==> config.mk <==
export PLATFORM = sky130hd
export DESIGN_NAME = point_in_polygon_test_core
export DESIGN_NICKNAME = d
export VERILOG_FILES = /design/src/hdl/pip_pkg.sv /design/src/hdl/point_in_polygon_test_core.sv
export SDC_FILE = /design/constraint.sdc
export NUM_CORES = 1
export LEC_CHECK = 0
export BUFFER_PORTS_ARGS = -buffer_cell sky130_fd_sc_hd__buf_4
export CAP_MARGIN = 5
export CELL_PAD_IN_SITES_DETAIL_PLACEMENT = 0
export CELL_PAD_IN_SITES_GLOBAL_PLACEMENT = 1
export CORE_MARGIN = 2
export CORE_UTILIZATION = 35
export CTS_CLUSTER_DIAMETER = 60
export DETAILED_ROUTE_END_ITERATION = 8
export GPL_TIMING_DRIVEN = 0
export PLACE_DENSITY = 0.57
export SYNTH_ARGS = -nofsm -noshare
export SYNTH_HDL_FRONTEND = slang
export SYNTH_SLANG_ARGS = --single-unit
export TNS_END_PERCENT = 20
==> constraint.sdc <==
create_clock -name aclk -period 6.4 [get_ports aclk]
set_clock_uncertainty 0.15 [all_clocks]
set_input_delay 1.28 -clock aclk [delete_from_list [all_inputs] [get_ports aclk]]
set_output_delay 1.28 -clock aclk [all_outputs]
set_load 0.02 [all_outputs]
==> src/hdl/pip_pkg.sv <==
// ----------------------------------------------------------------------------
// pip_pkg: shared constants for the point-in-polygon crossing test
// Default coordinate width and the minimum vertex count of a real polygon.
// ----------------------------------------------------------------------------
`default_nettype none

package pip_pkg;

    localparam int COORD_BITS_DEFAULT = 16;

    // vertex counter is two bits wide and saturates here
    localparam logic [1:0] MIN_VERTICES = 2'd3;

endpackage

`default_nettype wire

==> src/hdl/point_in_polygon_test_core.sv <==
// ----------------------------------------------------------------------------
// point_in_polygon_test_core: even-odd crossing test, one vertex per request
// Input requests carry one polygon vertex plus first/last marks; the query
// point is sampled with the first vertex. A request marked last closes the
// polygon back to its first vertex and produces one result request with
// m_point_inside and m_too_few_vertices (fewer than three vertices).
// Both channels use valid/ready. s_ready is high while the sequencer is idle.
// Each edge is handled in a setup state. An edge that spans the query point in
// both x and y and not settled by signs is decided by a bit-serial multiply
// (two shift-add accumulators side by side) and a compare state. A request is
// accepted in the idle state; a non-first one runs the edge from the previous
// vertex, one marked last closes the polygon and posts the result. The result
// sits in an output register; the core takes the next vertex while it waits,
// and only stalls before posting a new result until the previous one is taken.
// Reset clears the query point, start and previous vertex to zero, the parity
// and the vertex count, and drops any pending result.
// ----------------------------------------------------------------------------
`default_nettype none

module point_in_polygon_test_core #(
    parameter int COORD_BITS = pip_pkg::COORD_BITS_DEFAULT
) (
    input  wire logic                         aclk,
    input  wire logic                         aresetn,
    input  wire logic                         s_valid,
    output logic                              s_ready,
    input  wire logic signed [COORD_BITS-1:0] s_query_x,
    input  wire logic signed [COORD_BITS-1:0] s_query_y,
    input  wire logic signed [COORD_BITS-1:0] s_vertex_x,
    input  wire logic signed [COORD_BITS-1:0] s_vertex_y,
    input  wire logic                         s_first_vertex,
    input  wire logic                         s_last_vertex,
    output logic                              m_valid,
    input  wire logic                         m_ready,
    output logic                              m_point_inside,
    output logic                              m_too_few_vertices
);
    import pip_pkg::*;

    localparam int DW = COORD_BITS + 1;
    localparam int PW = 2 * DW;
    localparam int CW = $clog2(DW);

    typedef enum logic [2:0] {
        S_IDLE,
        S_SETUP,
        S_MUL,
        S_CMP,
        S_POST
    } state_t;

    state_t state_reg;

    logic signed [COORD_BITS-1:0] qx_reg, qy_reg;
    logic signed [COORD_BITS-1:0] sx_reg, sy_reg;
    logic signed [COORD_BITS-1:0] px_reg, py_reg;
    logic signed [COORD_BITS-1:0] ex0_reg, ey0_reg, ex1_reg, ey1_reg;
    logic                         parity_reg;
    logic [1:0]                   count_reg;
    logic                         last_reg;
    logic                         second_reg;
    logic                         neg_reg;
    logic [DW-1:0]                ma_reg, mb_reg, md_reg, mk_reg;
    logic [PW-1:0]                p_acc_reg, r_acc_reg;
    logic [CW-1:0]                cnt_reg;
    logic                         m_valid_reg;
    logic                         m_inside_reg;
    logic                         m_few_reg;

    // setup decode of the current edge
    logic signed [DW-1:0] a_diff, b_diff, d_diff, t_diff;
    logic                 yf0, yf1, xf0, xf1;
    logic                 setup_neg;
    logic                 setup_resolved;
    logic                 setup_toggle;
    logic [DW-1:0]        setup_k;
    logic                 edge_done;
    logic                 edge_toggle;
    logic [DW:0]          p_sum, r_sum;
    logic                 accept;

    assign accept = s_valid && (state_reg == S_IDLE);

    always_comb begin
        a_diff = {ey1_reg[COORD_BITS-1], ey1_reg} - {qy_reg[COORD_BITS-1], qy_reg};
        b_diff = {ex0_reg[COORD_BITS-1], ex0_reg} - {ex1_reg[COORD_BITS-1], ex1_reg};
        d_diff = {ey0_reg[COORD_BITS-1], ey0_reg} - {ey1_reg[COORD_BITS-1], ey1_reg};
        t_diff = {ex1_reg[COORD_BITS-1], ex1_reg} - {qx_reg[COORD_BITS-1], qx_reg};
        yf0 = (ey0_reg >= qy_reg);
        yf1 = (ey1_reg >= qy_reg);
        xf0 = (ex0_reg >= qx_reg);
        xf1 = (ex1_reg >= qx_reg);
        setup_neg = a_diff[DW-1] ^ b_diff[DW-1] ^ d_diff[DW-1];
        setup_k = setup_neg ? DW'(-t_diff) : DW'(t_diff + DW'(1));
        setup_resolved = 1'b1;
        setup_toggle = 1'b0;
        if (yf0 == yf1) begin
            setup_toggle = 1'b0;
        end else if (xf0 == xf1) begin
            setup_toggle = xf0;
        end else if (setup_neg) begin
            // -floor(P/D) <= t holds for any t >= 0
            setup_toggle = 1'b1;
            setup_resolved = !t_diff[DW-1];
        end else begin
            // floor(P/D) <= t cannot hold for t < 0
            setup_toggle = 1'b0;
            setup_resolved = t_diff[DW-1];
        end
    end

    always_comb begin
        edge_done = 1'b0;
        edge_toggle = 1'b0;
        case (state_reg)
            S_SETUP: begin
                edge_done = setup_resolved;
                edge_toggle = setup_toggle;
            end
            S_CMP: begin
                edge_done = 1'b1;
                edge_toggle = neg_reg ? (p_acc_reg >= r_acc_reg) : (p_acc_reg < r_acc_reg);
            end
            default: begin
                edge_done = 1'b0;
                edge_toggle = 1'b0;
            end
        endcase
    end

    // shift-add steps: upper half plus addend, then shift right one bit
    assign p_sum = {1'b0, p_acc_reg[PW-1:DW]} + (mb_reg[0] ? {1'b0, ma_reg} : '0);
    assign r_sum = {1'b0, r_acc_reg[PW-1:DW]} + (mk_reg[0] ? {1'b0, md_reg} : '0);

    always_ff @(posedge aclk) begin
        if (!aresetn) begin
            state_reg    <= S_IDLE;
            qx_reg       <= '0;
            qy_reg       <= '0;
            sx_reg       <= '0;
            sy_reg       <= '0;
            px_reg       <= '0;
            py_reg       <= '0;
            parity_reg   <= 1'b0;
            count_reg    <= '0;
            last_reg     <= 1'b0;
            second_reg   <= 1'b0;
            m_valid_reg  <= 1'b0;
            m_inside_reg <= 1'b0;
            m_few_reg    <= 1'b0;
        end else begin
            if (m_valid_reg && m_ready && (state_reg != S_POST)) begin
                m_valid_reg <= 1'b0;
            end
            case (state_reg)
                S_IDLE: begin
                    if (accept) begin
                        px_reg   <= s_vertex_x;
                        py_reg   <= s_vertex_y;
                        last_reg <= s_last_vertex;
                        if (s_first_vertex) begin
                            qx_reg     <= s_query_x;
                            qy_reg     <= s_query_y;
                            sx_reg     <= s_vertex_x;
                            sy_reg     <= s_vertex_y;
                            parity_reg <= 1'b0;
                            count_reg  <= 2'd1;
                            second_reg <= 1'b0;
                            // closing edge of a lone vertex never crosses
                            state_reg  <= s_last_vertex ? S_POST : S_IDLE;
                        end else begin
                            if (count_reg < MIN_VERTICES) begin
                                count_reg <= count_reg + 2'd1;
                            end
                            ex0_reg    <= px_reg;
                            ey0_reg    <= py_reg;
                            ex1_reg    <= s_vertex_x;
                            ey1_reg    <= s_vertex_y;
                            second_reg <= s_last_vertex;
                            state_reg  <= S_SETUP;
                        end
                    end
                end
                S_SETUP: begin
                    if (!setup_resolved) begin
                        neg_reg   <= setup_neg;
                        ma_reg    <= a_diff[DW-1] ? DW'(-a_diff) : DW'(a_diff);
                        mb_reg    <= b_diff[DW-1] ? DW'(-b_diff) : DW'(b_diff);
                        md_reg    <= d_diff[DW-1] ? DW'(-d_diff) : DW'(d_diff);
                        mk_reg    <= setup_k;
                        p_acc_reg <= '0;
                        r_acc_reg <= '0;
                        cnt_reg   <= '0;
                        state_reg <= S_MUL;
                    end
                end
                S_MUL: begin
                    p_acc_reg <= {p_sum, p_acc_reg[DW-1:1]};
                    r_acc_reg <= {r_sum, r_acc_reg[DW-1:1]};
                    mb_reg    <= mb_reg >> 1;
                    mk_reg    <= mk_reg >> 1;
                    cnt_reg   <= cnt_reg + CW'(1);
                    if (cnt_reg == CW'(DW - 1)) begin
                        state_reg <= S_CMP;
                    end
                end
                S_CMP: begin
                end
                S_POST: begin
                    if (!m_valid_reg || m_ready) begin
                        m_valid_reg  <= 1'b1;
                        m_few_reg    <= (count_reg < MIN_VERTICES);
                        m_inside_reg <= (count_reg < MIN_VERTICES) ? 1'b0 : parity_reg;
                        state_reg    <= S_IDLE;
                    end
                end
                default: begin
                    state_reg <= S_IDLE;
                end
            endcase
            if (edge_done) begin
                parity_reg <= parity_reg ^ edge_toggle;
                if (second_reg) begin
                    // closing edge: current vertex back to the first one
                    ex0_reg    <= px_reg;
                    ey0_reg    <= py_reg;
                    ex1_reg    <= sx_reg;
                    ey1_reg    <= sy_reg;
                    second_reg <= 1'b0;
                    state_reg  <= S_SETUP;
                end else begin
                    state_reg <= last_reg ? S_POST : S_IDLE;
                end
            end
        end
    end

    assign s_ready            = (state_reg == S_IDLE);
    assign m_valid            = m_valid_reg;
    assign m_point_inside     = m_inside_reg;
    assign m_too_few_vertices = m_few_reg;

endmodule

`default_nettype wire

---- Word-level counts from Yosys, hierarchy flattened ----
Cells that the tools add are included.
storage, ports and cells
  logic and storage cells ................. 155
  output and inout bits ................... 4
  bits of input ports ..................... 70
  bits in registers ....................... 313
cells by class
  bitwise logic cells ..................... 4
  multiplexer cells ....................... 69
  reduce and logical (&&, ||, !) cells .... 20
  magnitude comparators ................... 7
  equal/unequal tests ..................... 14
  add/subtract/negate cells ............... 13
operators by type and width
  operator                 number
  $mux W16                 22
  $pmux W34 S2             2
  $mux W17                 6
  $neg A17 Y17             4
  $pmux W17 S2             2
  $sub A16 B16 Y17         4
  $ge A16 B16 Y1           4
  $add A17 B17 Y18         2
  $ge A34 B34 Y1           1
  $lt A34 B34 Y1           1
  $mux W34                 1
  $mux W3                  9
  $mux W1                  20
  $add A17 B2 Y17 const B  1
  $pmux W3 S5              1
  $reduce_and A3 Y1        5
  $ne A3 B3 Y1 const B     4
  $pmux W5 S2              1
  $reduce_bool A2 Y1       5
  $eq A3 B2 Y1 const B     2
  $add A5 B1 Y5 const B    1
  $eq A5 B5 Y1 const B     1
  $mux W5                  1
  $reduce_and A5 Y1        1
  other kinds (16)         26

---- Logic depth before layout (Yosys ltp) ----
Gate-level depths: netlist (run 1).
  depth after elaboration ................. 9
  gate-level depth with buffers ........... 17
  gate-level depth less buffers ........... 15

---- Worst setup path before layout (run 1) ----
OpenSTA, ideal clock, no wires.
  path kind ............................... register to register
  start point ............................. register ex0_reg[0]
  end point ............................... register cnt_reg[0] (enable)
  setup slack ............................. 574 ps
  data required time ...................... 5775 ps
  stages on the path, launching flop included .. 16
  arrival ................................. 5202 ps
  library setup time ...................... 475 ps
  clock period less this slack ............ 5826 ps
  path buffers ............................ 0
  cells stage by stage .................... edfxtp_1 inv_1 ha_1 inv_1 fa_1 a211o_1 a21oi_1 o31ai_1 a21o_1 xnor2_2 xnor2_2 inv_2 xnor2_2 nand3_1 nor2b_1 o21a_1
on the way
  word-level cells in the longest chain between the ends .. 8
  elaborated cells on any way between the ends .. 10
  those cells by class .................... add/sub (1); order compare (1); eq/ne (2); mux (3); bitwise (2); reduce/logical (1)
ends and longest elaborated chain
  element                                 line                               text
  start, declared                         point_in_polygon_test_core.sv:57   logic signed [COORD_BITS-1:0] ex0_reg, ey0_reg, ex1_reg, ey1_reg;
  start signal, assigned                  point_in_polygon_test_core.sv:175  ex0_reg <= px_reg;
  start signal, assigned                  point_in_polygon_test_core.sv:225  ex0_reg <= px_reg;
  $sub A16 B16 Y17                        point_in_polygon_test_core.sv:86   b_diff = {ex0_reg[COORD_BITS-1], ex0_reg} - {ex1_reg[COORD_BITS-1], ex1_reg};
  $xor A1 B1 Y1 (2 in series)             point_in_polygon_test_core.sv:93   setup_neg = a_diff[DW-1] ^ b_diff[DW-1] ^ d_diff[DW-1];
  $mux W1                                 point_in_polygon_test_core.sv:101  end else if (setup_neg) begin
  $mux W1 (*)                             point_in_polygon_test_core.sv:99   end else if (xf0 == xf1) begin
  $mux W1 (*)                             point_in_polygon_test_core.sv:97   if (yf0 == yf1) begin
  $ne A2 B2 Y1 (no source line) (*)       -
  $reduce_and A3 Y1 (no source line) (*)  -
  end signal, assigned                    point_in_polygon_test_core.sv:202  cnt_reg <= cnt_reg + CW'(1);
  end, declared                           point_in_polygon_test_core.sv:65   logic [CW-1:0] cnt_reg;
Mark *: on every way between the ends. The rest lies on a longest branch, timed or not.
A chain may end at the register's enable or synchronous reset.

---- Worst setup path in the final report (run 1) ----
  start point ............................. register ex1_reg[1]
  end point ............................... register mk_reg[13] (enable)
on the way
  word-level cells in the longest chain between the ends .. 8
  elaborated cells on any way between the ends .. 12
  those cells by class .................... add/sub (2); order compare (1); eq/ne (2); mux (3); bitwise (2); reduce/logical (2)
ends and longest elaborated chain
  element                                 line                               text
  start, declared                         point_in_polygon_test_core.sv:57
  start signal, assigned                  point_in_polygon_test_core.sv:177  ex1_reg <= s_vertex_x;
  start signal, assigned                  point_in_polygon_test_core.sv:227  ex1_reg <= sx_reg;
  $sub A16 B16 Y17                        point_in_polygon_test_core.sv:86
  $xor A1 B1 Y1 (2 in series)             point_in_polygon_test_core.sv:93
  $mux W1                                 point_in_polygon_test_core.sv:101
  $mux W1 (*)                             point_in_polygon_test_core.sv:99
  $mux W1 (*)                             point_in_polygon_test_core.sv:97
  $ne A2 B2 Y1 (no source line) (*)       -
  $reduce_and A3 Y1 (no source line) (*)  -
  end signal, assigned                    point_in_polygon_test_core.sv:190  mk_reg <= setup_k;
  end signal, assigned                    point_in_polygon_test_core.sv:201  mk_reg <= mk_reg >> 1;
  end, declared                           point_in_polygon_test_core.sv:63   logic [DW-1:0] ma_reg, mb_reg, md_reg, mk_reg;
Marked as above.

==> reports/results.ini, run 1 <==
[synthesis]
synth-async-reset-ratio = 0
synth-seq-area-share = 0.406
synth-seq-cells = 313
syn_area_um2 = 20500
synth_edf_count = 206
yosys_warnings = 0
synth-main-ff-cell = edfxtp_1
post_synth_inst_count = 2209
synth_area_leaders = edfxtp_1 30%, ha_1 11%, dfxtp_1 10%
synth_cell_type_count = 75
yosysTopAreaCell = edfxtp_1
postSynthAreaPerCell_um2 = 9.28
syn-num-nets = 2459
synth_top_area_share = 0.302

[run_status]
status = complete, no violations

[critical_path]
critical_path_depth = 14
path_cells = inv_1 > fa_1 > a211o_1 > a21oi_1 > o31ai_1 > a21o_1 > xnor2_2 > xnor2_2 > inv_2 > xnor2_2 > nand3_1 > nor2b_1 > o21a_4 > buf_16
arrival_ns = 5.39
crit_type = reg2reg
cp_num_buf_inv = 3
start_kind = flop
crit_path_frequent_cell = xnor2_2
reg2reg_depth = 14
crit_fanout = 56
critPathSlowestCell = o21a_4
cp-end-kind = flop
path_delay_family = compound AO/OA/AOI/OAI gates
slowest_delay_ns = 0.73
cp.required_ns = 6.49

[placed_design]
dp_hpwl_um = 45600
placement.io_buffers = 73
globalplace.congestion = 0.830
dp_cells = 3048

[layout]
layout-drive-gt1-share = 0.0885
multi_input_area_um2 = 11200
final_nets = 2578
post-route-util = 0.406
fillers = 5845
finalNonFillerCells = 3127
ff_latch_area_um2 = 8330
syn_to_final_growth_pct = 14.3
diodes = 0

[hold_path]
hp-class = reg2reg
whs_path_depth = 2

[sta]
finalCritPeriodShare = 0.827
fin_crit_ns = 5.29
worstMarginPinSlew_ns = 1.19
rsz0062_at_grt = no
setup_tns_ns = 0
relSlewSlack = 0.205
fmax_mhz = 189
hold_viol_final = 0
drv_slew = 0
setup_viol = 0

[grt]
grt-ovfl-total = 0
grt_pass1_vias = 15600
track_usage = 0.189
grt_pass1_wl_um = 89400
antenna_found_initial = 0
grt_max_degree = 67

[power_and_ir_drop]
combPwrFrac = 0.286
p_per_area_nw_per_um2 = 288
p_sw_frac = 0.327
p_int_mw = 4.54
seq_power_share = 0.363
ir_worst_vdd_uv = 209
p_sw_mw = 2.21
power.share.clock = 0.351
power.leakage_nw = 9.20
power.total_mw = 6.75

[routing]
post_drt_wl_per_cell_um = 18.3
detail-route-antenna-nets = 0
vias = 15800
route.detailed.drc = 0
firstDrtPassIters = 5
routed_wl_um = 57200
via_per_inst = 5.05
drt-initial-drc-count = 886

[clocking]
htreeDepth = 2
clockBufferDepth = 3
cts_resized = 0
insertion_delay_ns = 0.59
hold_buffers = 0
numCtsBuffers = 43
tritoncts = yes
cts-root-buf = clkbuf_16
clk_pin_slew_ns = 0.06
clock-sinks = 313
postCtsSetupRepairBufs = 0

[floorplan]
chipHeight_um = 246
die_x_um = 246
core-area_um2 = 57800
io-pin-count = 74
num_rows = 88
start_util = 0.355
die-area_um2 = 60500

[run]
max-cap-violations = 0

-- metrics by stage --
| step | hold slack (ns) | area, um2 | worst slack, ns |
|---|---|---|---|
| floorplan | 0.279 | 20500 | 0.574 |
| global placement | 0.291 | 22000 | -1.65 |
| detailed placement | 0.307 | 22000 | 1.08 |
| CTS | 0.316 | 23400 | 1.02 |
| global route | 0.330 | 23400 | 0.731 |
| finish | 0.313 | 23400 | 1.11 |
-- metal layers --
| layer | up-vias | GRT usage | wire, um |
|---|---|---|---|
| li1 | 8102 | - | - |
| met1 | 7343 | 0.272 | 28900 |
| met2 | 257 | 0.299 | 25000 |
| met3 | 74 | 0.0260 | 2110 |
| met4 | 0 | 0.0437 | 1140 |
| met5 | - | 0 | 0 |
-- synthesized netlist by cell type, drive strengths merged, types with 34 or more instances --
cell / n
o21ai: 126
mux2i: 37
ha: 174
and2: 53
inv: 162
a21oi: 114
nand3: 34
clkbuf: 70
mux2: 34
nor3: 43
edfxtp: 206
nand2: 310
nor2: 152
xnor2: 84
dfxtp: 107
a21boi: 105
xor2: 40
-- power by group through the flow --
stage	Sequential (mW)	Clock, mW	Combinational, mW
after floorplan	2.45	0	1.45
after global placement	2.50	0	1.91
after detailed placement	2.49	0	1.94
after CTS	2.45	2.43	1.94
after global routing	2.46	2.52	2.17
final	2.45	2.37	1.93
-- worst reg2reg max path, delay by kind of cell, from the launching register on --
kind	cells	cell delay, ns
xor+xnor	3	0.84
buf+inv	3	0.69
flops	1	0.54
compound gates	5	1.75
fa+ha+maj	1	0.47
simple gates	2	0.49
-- area by class of cell --
| cell class | count | share of cell area |
|---|---|---|
| Timing Repair Buffer | 74 | 0.0246 |
| Clock buffer | 55 | 0.0491 |
| Clock inverter | 24 | 0.0105 |
| Inverter | 162 | 0.0259 |
| Buffer | 81 | 0.0147 |
| Sequential cell | 313 | 0.355 |
| Tap cell | 765 | 0.0408 |
| Multi-Input combinational cell | 1653 | 0.479 |
-- final timing paths --
kind / start / endpoint / slack, ns
max reg2reg: ex1_reg[1] / mk_reg[13] / 1.11
min: sx_reg[8] / sx_reg[8] / 0.31
min reg2reg: sx_reg[8] / sx_reg[8] / 0.31
max: ex1_reg[1] / mk_reg[13] / 1.11
-- kinds of logic (layout without fill, tap and decap cells) --
family / Yosys count / count (layout) / synth area share
multiplexers: 71 / 71 / 0.0422
AO/OA/AOI/OAI: 532 / 532 / 0.170
AND/OR/NAND/NOR: 745 / 745 / 0.169
buffers and inverters: 243 / 396 / 0.0464
adder cells (fa/ha/maj): 181 / 181 / 0.113
XOR/XNOR: 124 / 124 / 0.0541
flip-flops: 313 / 313 / 0.406
-- cells in the final DEF, fill, tap and decap left out, drive strengths merged, types with 11 or more instances in the layout --
cell,Yosys,final
or3,16,16
xnor2,84,84
o31ai,14,14
nor3,43,43
buf,11,85
and2,53,53
ha,174,174
nor2b,30,30
inv,162,170
a21boi,105,105
xor2,40,40
and3,32,32
mux2i,37,37
a21o,31,31
o21a,19,19
edfxtp,206,206
nand3,34,34
nand4,27,27
nor2,152,152
mux2,34,34
nand2,310,310
o21bai,11,11
o21ai,126,126
a211oi,18,18
dfxtp,107,107
clkbuf,70,125
a21oi,114,114
a31oi,17,17
Power figures use the tool's default switching activity.
==> run 2, diff against run 1 <==
==> constraint.sdc (replaced) <==
create_clock -name aclk -period 5.4 [get_ports aclk]
set_clock_uncertainty 0.15 [all_clocks]
set_input_delay 1.08 -clock aclk [delete_from_list [all_inputs] [get_ports aclk]]
set_output_delay 1.08 -clock aclk [all_outputs]
set_load 0.02 [all_outputs]
==> reports/results.ini, run 2 (synthesis gave the netlist of run 1 again) <==
[run_status]
status = complete, no violations

[layout]
final_nets = 2580  ; +0.078%
layout_common_cells = 310 x nand2_1, 206 x edfxtp_1, 174 x ha_1
final_area_um2 = 23500  ; +0.10%
syn_to_final_growth_pct = 14.4
diodes = 0  ; unchanged
finalNonFillerCells = 3127  ; unchanged
layout-drive-gt1-share = 0.0881  ; -0.000423
final_common_cell = nand2_1

[clocking]
cts_resized = 0  ; unchanged
clockBufferDepth = 3  ; unchanged
tritoncts = yes
clock-sinks = 313  ; unchanged
numCtsBuffers = 43  ; unchanged
clk_pin_slew_ns = 0.06  ; about the same
insertion_delay_ns = 0.57  ; -0.02 ns
cts-root-buf = clkbuf_16
postCtsSetupRepairBufs = 0  ; unchanged
htreeDepth = 2  ; unchanged
hold_buffers = 0  ; unchanged

[routing]
vias = 15900  ; +0.75%
routed_wl_um = 57500  ; +0.59%
via_per_inst = 5.08  ; +0.75%
drt-initial-drc-count = 941  ; +6.2%
firstDrtPassIters = 5  ; unchanged
route.detailed.drc = 0  ; unchanged
detail-route-antenna-nets = 0  ; unchanged
post_drt_wl_per_cell_um = 18.4  ; +0.59%

[sta]
setup_viol = 0  ; unchanged
fmax_mhz = 200  ; +5.9%
finalCritPeriodShare = 0.925  ; +0.0983
worstMarginPinSlew_ns = 1.13  ; -0.0539 ns
fin_crit_ns = 5.00  ; -0.297 ns
rsz0062_at_grt = no
relSlewSlack = 0.241  ; +0.0361
drv_slew = 0  ; unchanged
hold_viol_final = 0  ; unchanged

[floorplan]
start_util = 0.355  ; unchanged
die_x_um = 246  ; unchanged
die-area_um2 = 60500  ; unchanged
num_rows = 88  ; unchanged
core-area_um2 = 57800  ; unchanged
chipHeight_um = 246  ; unchanged
io-pin-count = 74  ; unchanged

[critical_path]
crit_fanout = 57  ; +1.8%
slowest_delay_ns = 0.47  ; -0.26 ns
crit_type = reg2reg
arrival_ns = 5.08  ; -0.31 ns
cp-end-kind = flop
path_cells = inv_1 > ha_1 > inv_1 > fa_1 > a211o_1 > a21oi_1 > o31ai_1 > a21o_1 > xnor2_2 > xnor2_2 > inv_2 > xnor2_2 > nand3_1 > nor2b_2 > o21a_4 > buf_16
start_kind = flop
crit_path_frequent_cell = xnor2_2
critPathSlowestCell = o21a_4
cp.required_ns = 5.48  ; -1.01 ns

[grt]
grt-ovfl-total = 0  ; unchanged
grt_pass1_vias = 15600  ; +0.60%
track_usage = 0.189  ; about the same
grt_max_degree = 67  ; unchanged
grt_pass1_wl_um = 89400  ; about the same
antenna_found_initial = 0  ; unchanged

[power_and_ir_drop]
p_int_mw = 5.43  ; +20%
p_sw_mw = 2.58  ; +17%
power.share.clock = 0.349  ; -0.002
p_sw_frac = 0.322  ; -0.00531
p_per_area_nw_per_um2 = 341  ; +18%
combPwrFrac = 0.288  ; +0.002
power.leakage_nw = 9.22  ; +0.17%
seq_power_share = 0.363  ; about the same
ir_worst_vdd_uv = 223  ; +6.7%

[placed_design]
dp_cells = 3049  ; +0.033%
globalplace.congestion = 0.824  ; -0.76%
place_area_um2 = 22100  ; +0.12%
dp_hpwl_um = 45500  ; -0.35%
placement.io_buffers = 73  ; unchanged

[run]
max-cap-violations = 0  ; unchanged

[hold_path]
hp-class = reg2reg

run 2: cell types whose count changed in the layout (fill, tap and decap cells not counted), moves of 2 or more:
cell	before	now
clkinvlp_4	4	1
inv_6	2	4
clkbuf_1	79	83
clkinv_1	4	2
inv_16	2	0
clkinv_4	2	0
inv_8	4	2
run 2: path summary, 6_finish.rpt:
check | from | slack, ns | to | cells past startpoint
max | ex0_reg[0] | 0.40 | mk_reg[15] | 16
min reg2reg | px_reg[15] | 0.31 | px_reg[15] | 2
max reg2reg | ex0_reg[0] | 0.40 | mk_reg[15] | 16
min | px_reg[15] | 0.31 | px_reg[15] | 2
run 2: metal layers:
| metal | routed length, um | part of all wire | vias up | track usage |
|---|---|---|---|---|
| li1 | - | - | 8113 | - |
| met1 | 29100 | 0.51 | 7478 | 0.275 |
| met2 | 25200 | 0.44 | 234 | 0.298 |
| met3 | 2190 | 0.038 | 69 | 0.0231 |
| met4 | 1040 | 0.018 | 0 | 0.0455 |
| met5 | 0 | 0 | - | 0 |
run 2: power groups by stage:
stage | combinational, mW | clock [mW] | sequential, mW
floorplan | 1.71 | 0 | 2.90
global route | 2.59 | 2.96 | 2.92
detailed placement | 2.31 | 0 | 2.96
CTS | 2.32 | 2.86 | 2.91
finish | 2.31 | 2.79 | 2.91
global placement | 2.28 | 0 | 2.96
run 2: layout make-up:
cell class	instances	area [um2]
Clock inverter	18	204
Buffer	81	344
Clock buffer	59	1180
Sequential cell	313	8330
Fill cell	5802	34300
Multi-Input combinational cell	1654	11200
Timing Repair Buffer	75	603
Tap cell	765	957
Inverter	162	608
run 2: through the flow:
step / hold slack (ns) / setup TNS [ns] / util / setup slack [ns] / power (mW)
after detailed placement: 0.307 / 0 / 0.382 / 0.187 / 5.27
after floorplan: 0.279 / 0 / - / 0.653 / 4.62
final: 0.312 / 0 / 0.406 / 0.403 / 8.01
after global placement: 0.293 / -94.48 / 0.381 / -0.887 / 5.24
after CTS: 0.316 / 0 / 0.406 / 0.152 / 8.09
after global routing: 0.326 / 0 / 0.406 / 0.103 / 8.47
run 2: critical path, delay by kind of cell, from the launching register on:
kind	cells	cell delay, ns
AND/OR/NAND/NOR	2	0.54
XOR/XNOR	3	0.84
AO/OA/AOI/OAI	5	1.45
flip-flops	1	0.39
adder cells (fa/ha/maj)	2	0.59
buffers and inverters	4	0.65
==> run 3, diff against run 2 <==
--- a/config.mk
+++ b/config.mk
@@ -9,6 +9,7 @@
 export CAP_MARGIN = 5
 export CELL_PAD_IN_SITES_DETAIL_PLACEMENT = 0
 export CELL_PAD_IN_SITES_GLOBAL_PLACEMENT = 1
+export CORE_ASPECT_RATIO = 0.8
 export CORE_MARGIN = 2
 export CORE_UTILIZATION = 35
 export CTS_CLUSTER_DIAMETER = 60
==> reports/results.ini, run 3 (synthesis gave the netlist of run 1 again) <==
[run_status]
status = complete, no violations

[sta]
finalCritPeriodShare = 0.938  ; +0.0124
worstMarginPinSlew_ns = 1.06  ; -0.0729 ns
setup_tns_ns = 0  ; unchanged
fin_crit_ns = 5.06  ; +0.0672 ns
hold_viol_final = 0  ; unchanged
rsz0062_at_grt = no
fin_ws_ns = 0.336  ; -0.0672 ns
setup_viol = 0  ; unchanged
relSlewSlack = 0.290  ; +0.0487
fmax_mhz = 197  ; -1.3%
drv_slew = 0  ; unchanged

[floorplan]
start_util = 0.353  ; -0.00132
core-area_um2 = 58000  ; +0.37%
io-pin-count = 74  ; unchanged
num_rows = 79  ; -10%
die-area_um2 = 60500  ; about the same
chipHeight_um = 220  ; -10%
die_x_um = 275  ; +12%

[grt]
grt_pass1_vias = 15500  ; -0.99%
grt_pass1_wl_um = 89600  ; +0.25%
track_usage = 0.192  ; +0.00231
antenna_found_initial = 0  ; unchanged
grt_max_degree = 67  ; unchanged
grt-ovfl-total = 0  ; unchanged

[critical_path]
cp-end-kind = flop
start_kind = flop
cp.required_ns = 5.48  ; about the same
crit_fanout = 61  ; +7.0%
crit_type = reg2reg
reg2reg_slack_ns = 0.34  ; -0.07 ns
arrival_ns = 5.14  ; +0.06 ns

[placed_design]
placement.io_buffers = 73  ; unchanged
place_area_um2 = 22100  ; about the same
dp_slack_ns = 0.115  ; -0.0722 ns
dp_hpwl_um = 46100  ; +1.4%
globalplace.congestion = 0.835  ; +1.3%

[routing]
detail-route-antenna-nets = 0  ; unchanged
route.detailed.drc = 0  ; unchanged
drt-initial-drc-count = 962  ; +2.2%
routed_wl_um = 58000  ; +0.90%
firstDrtPassIters = 5  ; unchanged
post_drt_wl_per_cell_um = 18.5  ; +0.80%
via_per_inst = 5.11  ; +0.52%
vias = 16000  ; +0.62%

[layout]
final_area_um2 = 23500  ; about the same
layout-drive-gt1-share = 0.0907  ; +0.00266
fillers = 5846  ; +0.76%
layout_common_cells = 310 x nand2_1, 206 x edfxtp_1, 174 x ha_1
syn_to_final_growth_pct = 14.5  ; about the same
final_common_cell = nand2_1
final_nets = 2577  ; -0.12%

[power_and_ir_drop]
p_int_mw = 5.45  ; +0.36%
p_per_area_nw_per_um2 = 344  ; +0.77%
combPwrFrac = 0.288  ; about the same
power.leakage_nw = 9.21  ; about the same
seq_power_share = 0.361  ; -0.002
power.share.clock = 0.352  ; +0.003
ir_worst_vdd_uv = 189  ; -15%
p_sw_frac = 0.325  ; +0.00320
p_sw_mw = 2.63  ; +1.8%

[run]
max-cap-violations = 0  ; unchanged

[clocking]
clock-sinks = 313  ; unchanged
cts-root-buf = clkbuf_16
clockBufferDepth = 3  ; unchanged
hold_buffers = 0  ; unchanged
numCtsBuffers = 40  ; -7.0%
tritoncts = yes
insertion_delay_ns = 0.58  ; about the same
htreeDepth = 2  ; unchanged
clk_pin_slew_ns = 0.06  ; about the same

[hold_path]
hp-class = reg2reg

==> run 3: cell type report <==
class / instances / area (um2) / area share
clock buffers: 51 / 1090 / 0.0465
well taps: 769 / 962 / 0.0410
flip-flops and latches: 313 / 8330 / 0.355
diodes: 2 / 5.00 / 0.000213
repair buffers: 74 / 576 / 0.0245
multi-input cells: 1655 / 11300 / 0.479
clock inverters: 23 / 310 / 0.0132
plain buffers: 81 / 344 / 0.0147
inverters: 162 / 608 / 0.0259
==> run 3: critical path: stages (launching register included) <==
cell,delay [ns]
edfxtp_1,0.62
inv_1,0.15
fa_1,0.47
a211o_1,0.31
a21oi_1,0.24
o31ai_1,0.16
a21o_1,0.26
xnor2_2,0.18
xnor2_2,0.30
inv_2,0.20
xnor2_2,0.35
nand3_1,0.21
nor2b_2,0.38
o21a_4,0.35
buf_16,0.33
==> run 3: layer usage <==
metal / up-vias / global-route usage / part of all wire
li1: 8114 / - / -
met1: 7512 / 0.301 / 0.54
met2: 313 / 0.277 / 0.40
met3: 53 / 0.0238 / 0.042
met4: 0 / 0.0400 / 0.014
met5: - / 0 / 0
==> run 3: path summary, 6_finish.rpt <==
| check | start | endpoint | cells past startpoint |
|---|---|---|---|
| max | ex1_reg[1] | r_acc_reg[17] | 14 |
| min | px_reg[11] | px_reg[11] | 2 |
| max reg2reg | ex1_reg[1] | r_acc_reg[17] | 14 |
| min reg2reg | px_reg[11] | px_reg[11] | 2 |
==> run 3: power groups by stage <==
stage	logic (mW)	registers [mW]	clock network [mW]
after floorplan	1.71	2.90	0
after global placement	2.28	2.96	0
after global routing	2.61	2.93	3.02
final	2.32	2.91	2.84
after detailed placement	2.31	2.96	0
after CTS	2.32	2.91	2.92
==> run 3: repair_timing <==
action / in CTS / in global routing
endpoints found under the setup margin: 0 / 61
resized for setup: 0 / 2
setup buffers: 0 / 0
==> run 3: metrics by stage <==
step                      std cells  total power [mW]  hold slack (ns)  utilization
after floorplan                2209              4.62            0.279            -
after global placement         3051              5.24            0.301        0.379
after detailed placement       3052              5.28            0.308        0.380
after CTS                      3126              8.15            0.316        0.404
after global routing           3128              8.56            0.334        0.405
final                          3130              8.08            0.311        0.405
